[src/hw/rtl/des_round_function_assert.svh]
// ---------------------------------------------------------------------------
// des round function assertion macros
// shared concurrent assertion forms, clocked on clk, disabled in reset
// ---------------------------------------------------------------------------
`ifndef DES_ROUND_FUNCTION_ASSERT_SVH
`define DES_ROUND_FUNCTION_ASSERT_SVH

// same-cycle implication
`define DRF_ASSERT_NOW(lbl, ante, cons, msg) \
	lbl: assert property (@(posedge clk) disable iff (!arst_n) (ante) |-> (cons)) \
		else $error(msg);

// next-cycle implication
`define DRF_ASSERT_NEXT(lbl, ante, cons, msg) \
	lbl: assert property (@(posedge clk) disable iff (!arst_n) (ante) |=> (cons)) \
		else $error(msg);

`endif

[src/hw/rtl/drf_pkg.sv]
// ---------------------------------------------------------------------------
// drf_pkg
// tables and helper functions for the des round function datapath
// ---------------------------------------------------------------------------
package drf_pkg;

	localparam int HalfW = 32;
	localparam int KeyW  = 48;

	// single substitution table shared by all eight groups, index {row, col}
	localparam logic [3:0] SboxTable [64] = '{
		4'd2,  4'd12, 4'd4,  4'd1,  4'd7,  4'd10, 4'd11, 4'd6,
		4'd8,  4'd5,  4'd3,  4'd15, 4'd13, 4'd0,  4'd14, 4'd9,
		4'd14, 4'd11, 4'd2,  4'd12, 4'd4,  4'd7,  4'd13, 4'd1,
		4'd5,  4'd0,  4'd15, 4'd10, 4'd3,  4'd9,  4'd8,  4'd6,
		4'd4,  4'd2,  4'd1,  4'd11, 4'd10, 4'd13, 4'd7,  4'd8,
		4'd15, 4'd9,  4'd12, 4'd5,  4'd6,  4'd3,  4'd0,  4'd14,
		4'd11, 4'd8,  4'd12, 4'd7,  4'd1,  4'd14, 4'd2,  4'd13,
		4'd6,  4'd15, 4'd0,  4'd9,  4'd10, 4'd4,  4'd5,  4'd3
	};

	// expansion table, des bit numbers (1 = msb)
	localparam logic [5:0] ExpandTable [48] = '{
		6'd32, 6'd1,  6'd2,  6'd3,  6'd4,  6'd5,
		6'd4,  6'd5,  6'd6,  6'd7,  6'd8,  6'd9,
		6'd8,  6'd9,  6'd10, 6'd11, 6'd12, 6'd13,
		6'd12, 6'd13, 6'd14, 6'd15, 6'd16, 6'd17,
		6'd16, 6'd17, 6'd18, 6'd19, 6'd20, 6'd21,
		6'd20, 6'd21, 6'd22, 6'd23, 6'd24, 6'd25,
		6'd24, 6'd25, 6'd26, 6'd27, 6'd28, 6'd29,
		6'd28, 6'd29, 6'd30, 6'd31, 6'd32, 6'd1
	};

	// permutation table, des bit numbers (1 = msb)
	localparam logic [5:0] PermTable [32] = '{
		6'd16, 6'd7,  6'd20, 6'd21,
		6'd29, 6'd12, 6'd28, 6'd17,
		6'd1,  6'd15, 6'd23, 6'd26,
		6'd5,  6'd18, 6'd31, 6'd10,
		6'd2,  6'd8,  6'd24, 6'd14,
		6'd32, 6'd27, 6'd3,  6'd9,
		6'd19, 6'd13, 6'd30, 6'd6,
		6'd22, 6'd11, 6'd4,  6'd25
	};

	// des bit number to vector index for a 32-bit word
	function automatic logic [4:0] des_pos32(input logic [5:0] pos);
		logic [5:0] idx;
		idx = 6'd32 - pos;
		return idx[4:0];
	endfunction

	// e expansion of a half block
	function automatic logic [KeyW-1:0] expand_half(input logic [HalfW-1:0] half);
		logic [KeyW-1:0] e;
		e = '0;
		for (int i = 0; i < KeyW; i++) begin
			e[KeyW-1-i] = half[des_pos32(ExpandTable[i])];
		end
		return e;
	endfunction

	// p permutation of the substitution word
	function automatic logic [HalfW-1:0] permute_word(input logic [HalfW-1:0] w);
		logic [HalfW-1:0] p;
		p = '0;
		for (int i = 0; i < HalfW; i++) begin
			p[HalfW-1-i] = w[des_pos32(PermTable[i])];
		end
		return p;
	endfunction

endpackage

[src/hw/rtl/des_round_function.sv]
// an accepted item loads into the input register, then into the result register when the output side can take it
// throughput: one item per cycle, sustained while the output side takes results
// the f datapath between the two registers sets the clock rate
// reset: pipeline empty, apply_permutation set to 1
// ---------------------------------------------------------------------------
// des_round_function
// des round function f with shared substitution table, stream in and out
// ---------------------------------------------------------------------------
`include "des_round_function_assert.svh"

module des_round_function (
	input  logic        clk,
	input  logic        arst_n,
	// configuration
	input  logic        cfg_we,
	input  logic        cfg_wdata,      // apply_permutation
	// input items
	input  logic        s_tvalid,
	output logic        s_tready,
	input  logic [79:0] s_tdata,        // [31:0] right_half, [79:32] round_key
	// result items
	output logic        m_tvalid,
	input  logic        m_tready,
	output logic [31:0] m_tdata         // [31:0] f_result
);
	import drf_pkg::*;

	logic             apply_permutation_q;
	logic             valid_s1;
	logic [HalfW-1:0] half_s1;
	logic [KeyW-1:0]  key_s1;
	logic             valid_s2;
	logic [HalfW-1:0] result_s2;
	logic [HalfW-1:0] f_comb;
	logic             adv_s1;

	// configuration register
	always_ff @(posedge clk or negedge arst_n) begin
		if (!arst_n) begin
			apply_permutation_q <= 1'b1;
		end else if (cfg_we) begin
			apply_permutation_q <= cfg_wdata;
		end
	end

	// handshake: stage moves when the next one is empty or draining
	assign adv_s1   = !valid_s2 || m_tready;
	assign s_tready = !valid_s1 || adv_s1;

	// input register
	always_ff @(posedge clk or negedge arst_n) begin
		if (!arst_n) begin
			valid_s1 <= 1'b0;
		end else if (s_tready) begin
			valid_s1 <= s_tvalid;
		end
	end

	always_ff @(posedge clk) begin
		if (s_tvalid && s_tready) begin
			half_s1 <= s_tdata[HalfW-1:0];
			key_s1  <= s_tdata[HalfW+KeyW-1:HalfW];
		end
	end

	// round function
	drf_f_core u_core (
		.right_half        (half_s1),
		.round_key         (key_s1),
		.apply_permutation (apply_permutation_q),
		.f_result          (f_comb)
	);

	// result register
	always_ff @(posedge clk or negedge arst_n) begin
		if (!arst_n) begin
			valid_s2 <= 1'b0;
		end else if (adv_s1) begin
			valid_s2 <= valid_s1;
		end
	end

	always_ff @(posedge clk) begin
		if (adv_s1 && valid_s1) begin
			result_s2 <= f_comb;
		end
	end

	assign m_tvalid = valid_s2;
	assign m_tdata  = result_s2;

	// checks
	`DRF_ASSERT_NEXT(a_load_s1, s_tvalid && s_tready, valid_s1, "accepted item not in input stage")
	`DRF_ASSERT_NEXT(a_move_s2, valid_s1 && adv_s1,
		valid_s2 && (result_s2 == $past(f_comb)), "result stage missed item")
	`DRF_ASSERT_NEXT(a_hold_s1, valid_s1 && valid_s2 && !m_tready,
		valid_s1 && $stable(half_s1) && $stable(key_s1), "blocked input stage changed")
	`DRF_ASSERT_NOW(a_full_ready, valid_s1 && valid_s2 && !m_tready, !s_tready,
		"input taken while pipeline full")

endmodule

[src/hw/rtl/drf_f_core.sv]
// ---------------------------------------------------------------------------
// drf_f_core
// combinational round function: expand, key mix, substitute, optionally permute
// ---------------------------------------------------------------------------
module drf_f_core (
	input  logic [drf_pkg::HalfW-1:0] right_half,
	input  logic [drf_pkg::KeyW-1:0]  round_key,
	input  logic                      apply_permutation,
	output logic [drf_pkg::HalfW-1:0] f_result
);
	import drf_pkg::*;

	logic [KeyW-1:0]  mixed;
	logic [HalfW-1:0] sub;

	// expansion and key mix
	assign mixed = expand_half(right_half) ^ round_key;

	// eight lookups, most significant group first; row from outer bits
	always_comb begin
		logic [5:0] six;
		sub = '0;
		for (int i = 0; i < 8; i++) begin
			six = mixed[KeyW-1-6*i -: 6];
			sub[HalfW-1-4*i -: 4] = SboxTable[{six[5], six[0], six[4:1]}];
		end
	end

	// optional output permutation
	assign f_result = apply_permutation ? permute_word(sub) : sub;

endmodule
[config.mk]
export PLATFORM = sky130hd
export DESIGN_NAME = des_round_function
export DESIGN_NICKNAME = d
export VERILOG_FILES = /design/src/hw/rtl/drf_pkg.sv /design/src/hw/rtl/des_round_function.sv /design/src/hw/rtl/drf_f_core.sv
export VERILOG_INCLUDE_DIRS = /design/src /design/src/hw/rtl
export SDC_FILE = /design/constraint.sdc
export NUM_CORES = 1
export LEC_CHECK = 0
export BUFFER_PORTS_ARGS = -buffer_cell sky130_fd_sc_hd__buf_2
export CORE_MARGIN = 2
export CORE_UTILIZATION = 55
export DETAILED_ROUTE_END_ITERATION = 16
export PLACE_DENSITY = 0.77
export SLEW_MARGIN = 20
export SYNTH_ARGS = -nofsm -noshare
export SYNTH_HDL_FRONTEND = slang
export SYNTH_SLANG_ARGS = --single-unit
[constraint.sdc]
create_clock -name clk -period 4.71 [get_ports clk]
set_clock_uncertainty 0.2 [all_clocks]
set_input_delay 1.413 -clock clk [delete_from_list [all_inputs] [get_ports clk]]
set_output_delay 1.413 -clock clk [all_outputs]
set_load 0.05 [all_outputs]
==> run summary <==
Clk root buf: clkbuf_16
Ys async rst share: 0.0261
Yosys Warn Count: 0
CTS buffer count: 17
Critical Path End Type: primary output
CTS tree: done
Reg2Reg Setup Slack: 1500 ps
Placed insts: 1240
Arrival time at the worst endpoint: 1920 ps
Leakage Power: 4.25 nW
DIE WIDTH: 136 um
Final antenna-violating net count: 0
Worst-case hold slack: 285 ps
VDD IR max: 278 uV
Max-cap viol count: 0
Net Count, Synth: 1083
Yosys top cell by area: edfxtp_1
Final Hold Viols: 0
Max FO, Critical Path: 3
FF-to-FF path depth: 7
Initial Util: 0.558
Final GP Congestion: 0.922
CP Cell Sequence: buf_2, nand3b_1, buf_2
RSZ-0062 raised after global routing: no
Largest net degree at the start of global routing: 81
Avg Cell Area, Syn: 10.3 um^2
Vias: 7998
Iter 0 DRT Violations: 808
Setup TNS: 0 ps
Startpoint Class: primary input
Worst r2r src: half_s1[28]
Top-Level Pins: 120
CTS Hold Bufs: 0
Max-slew violations: 0
Resized Gates After CTS: 0
Distinct cell type count after synthesis: 71
Post-synth EDFFs: 112
CP max-delay cell: buf_2
Initial antenna violation count: 0
Bufs and invs on worst path: 2
Synth top area share: 0.351
Die ar.: 18500 um^2
Post-synthesis cell area: 9580 um^2
Synth Register Bits: 115
Proportion of layout cells with a drive suffix above 1: 0.223
Avg WL per Cell: 18.0 um
Post-route insts no fill: 1272
Worst slew margin: 0.281
Crit path capture: s_tready
Register area share after synthesis: 0.359
First-pass GRT wire length: 36.2 mm
CP required: 3100 ps
CP peak stage delay: 230 ps
Clk sink count: 115
Largest cells by area after synthesis: edfxtp_1 35%, ha_1 8.4%, mux2i_1 5.2%
Final setup viols: 0
Cell area power density: 398 nW/um^2
Worst Setup Path Type: primary input to primary output
Vias in the first global route: 7189
Most used cell, CP: buf_2
Worst r2r dst: m_tdata[30]
Max H-tree Level: 4
Top FF cell, synth: edfxtp_1
Final Critical Period: 3540 ps
Highest clock rate: 283 MHz
Avg Vias per Cell: 6.29
TritonRoute pass-1 iters: 7
Tot GR Track Use: 0.248
Delay-heaviest family, CP: buffers and inverters
Antenna cell count: 0
Core box area: 17200 um^2
CP Launch Point: m_tready
Max clock buf depth: 2
WL final: 22.9 mm
Chip Height: 136 um
Post-synthesis cell count: 933
Outcome: finished, final reports clean
FP Rows: 48
Nets: 1184
Area delta synth->final: 14.3%
Fin crit share: 0.751
Worst Hold Class: register to register
Worst slew pin tran: 1080 ps
Setup Fix Bufs, Post-CTS: 0
Critical path depth: 3
Post-DP HPWL: 15.7 mm
Port Buffer Count: 119
Top-count cell post-synth: edfxtp_1
Worst skew pair latency: 430 ps
Commonest cells post-synth: 112 x edfxtp_1, 71 x nand2_1, 64 x ha_1
CTS clock-pin slew for the worst setup and hold paths: 60 ps
Gr ovfl total: 0
DRC Markers: 0
sequential cells by signal, indices dropped and copies added (netlist names):
signal and cells:
half_s1 32, m_tvalid 1, m_tdata 32, apply_permutation_q 1
valid_s1 1, key_s1 48
report_power, final:
part           switching [mW]  leakage (nW)  internal (mW)
Sequential             0.0871          1.11           1.27
Combinational            1.03          2.86          0.615
Clock                   0.471         0.284          0.880
stage by stage:
step                      utilization  power (mW)  area, um^2  setup slack, ps
after floorplan                     -        2.62        9580              248
after global placement          0.601        2.96       10300             1180
after detailed placement        0.601        2.99       10300             1170
after CTS                       0.636        4.35       10900             1170
after global routing            0.638        4.56       11000             1120
final                           0.638        4.36       11000             1170
metal layers:
metal / wire, um / GRT usage
met1: 9420 / 0.323
met2: 11200 / 0.411
met3: 1750 / 0.0436
met4: 587 / 0.103
met5: 0 / 0
worst reg2reg max path, stage by stage, from the launching register on:
cell	delay, ps
edfxtp_1	490
xnor2_1	720
inv_1	380
ha_1	330
a21oi_1	170
a21oi_1	90
mux4_2	510
o22ai_1	150
worst min-delay path by stage:
stage | startpoint | endpoint | slack (ps) | cells after the start
CTS | valid_s1 | m_tvalid | 290 | 1
global placement | valid_s1 | m_tvalid | 260 | 1
floorplan | valid_s1 | m_tvalid | 250 | 1
finish | valid_s1 | m_tvalid | 290 | 1
detailed placement | valid_s1 | m_tvalid | 280 | 1
global route | valid_s1 | m_tvalid | 300 | 1
layout make-up:
type / count / area (um^2)
Clock buffer: 22 / 444
Inverter: 35 / 131
Multi-Input combinational cell: 732 / 5800
Timing Repair Buffer: 133 / 701
Sequential cell: 115 / 3440
Clock inverter: 10 / 158
Fill cell: 1398 / 6230
Tap cell: 225 / 282
placed cells by master (no fill, tap or decap), types with 5 or more instances in the layout:
cell,count
a211oi_1,25
a21oi_1,43
a221oi_1,8
a311oi_1,10
a31oi_1,14
and2_1,5
and3_1,6
buf_2,119
buf_4,14
clkbuf_1,5
clkbuf_16,17
edfxtp_1,112
ha_1,64
inv_1,28
inv_2,7
mux2_2,14
mux2i_1,50
mux4_2,16
nand2_1,71
nand2b_1,7
nand3_1,24
nor2_1,57
nor3_1,39
o2111ai_1,8
o211ai_1,36
o21a_1,5
o21ai_0,44
o21ai_1,5
o221ai_1,9
o22ai_1,7
o31ai_1,6
xnor2_1,46
xnor2_2,16
xor2_1,25
xor2_2,12
logic make-up after synthesis:
| kind of cell | count (synthesis) | share of synthesized area |
|---|---|---|
| adders and majority gates | 64 | 0.0836 |
| DFF | 115 | 0.359 |
| xor gates and xnor gates | 100 | 0.113 |
| and+or+nand+nor | 225 | 0.106 |
| muxes | 81 | 0.109 |
| buffers and inverters | 86 | 0.0383 |
| AOI/OAI and AO/OA | 262 | 0.191 |
Note: power is estimated with default switching activity, not from simulation.
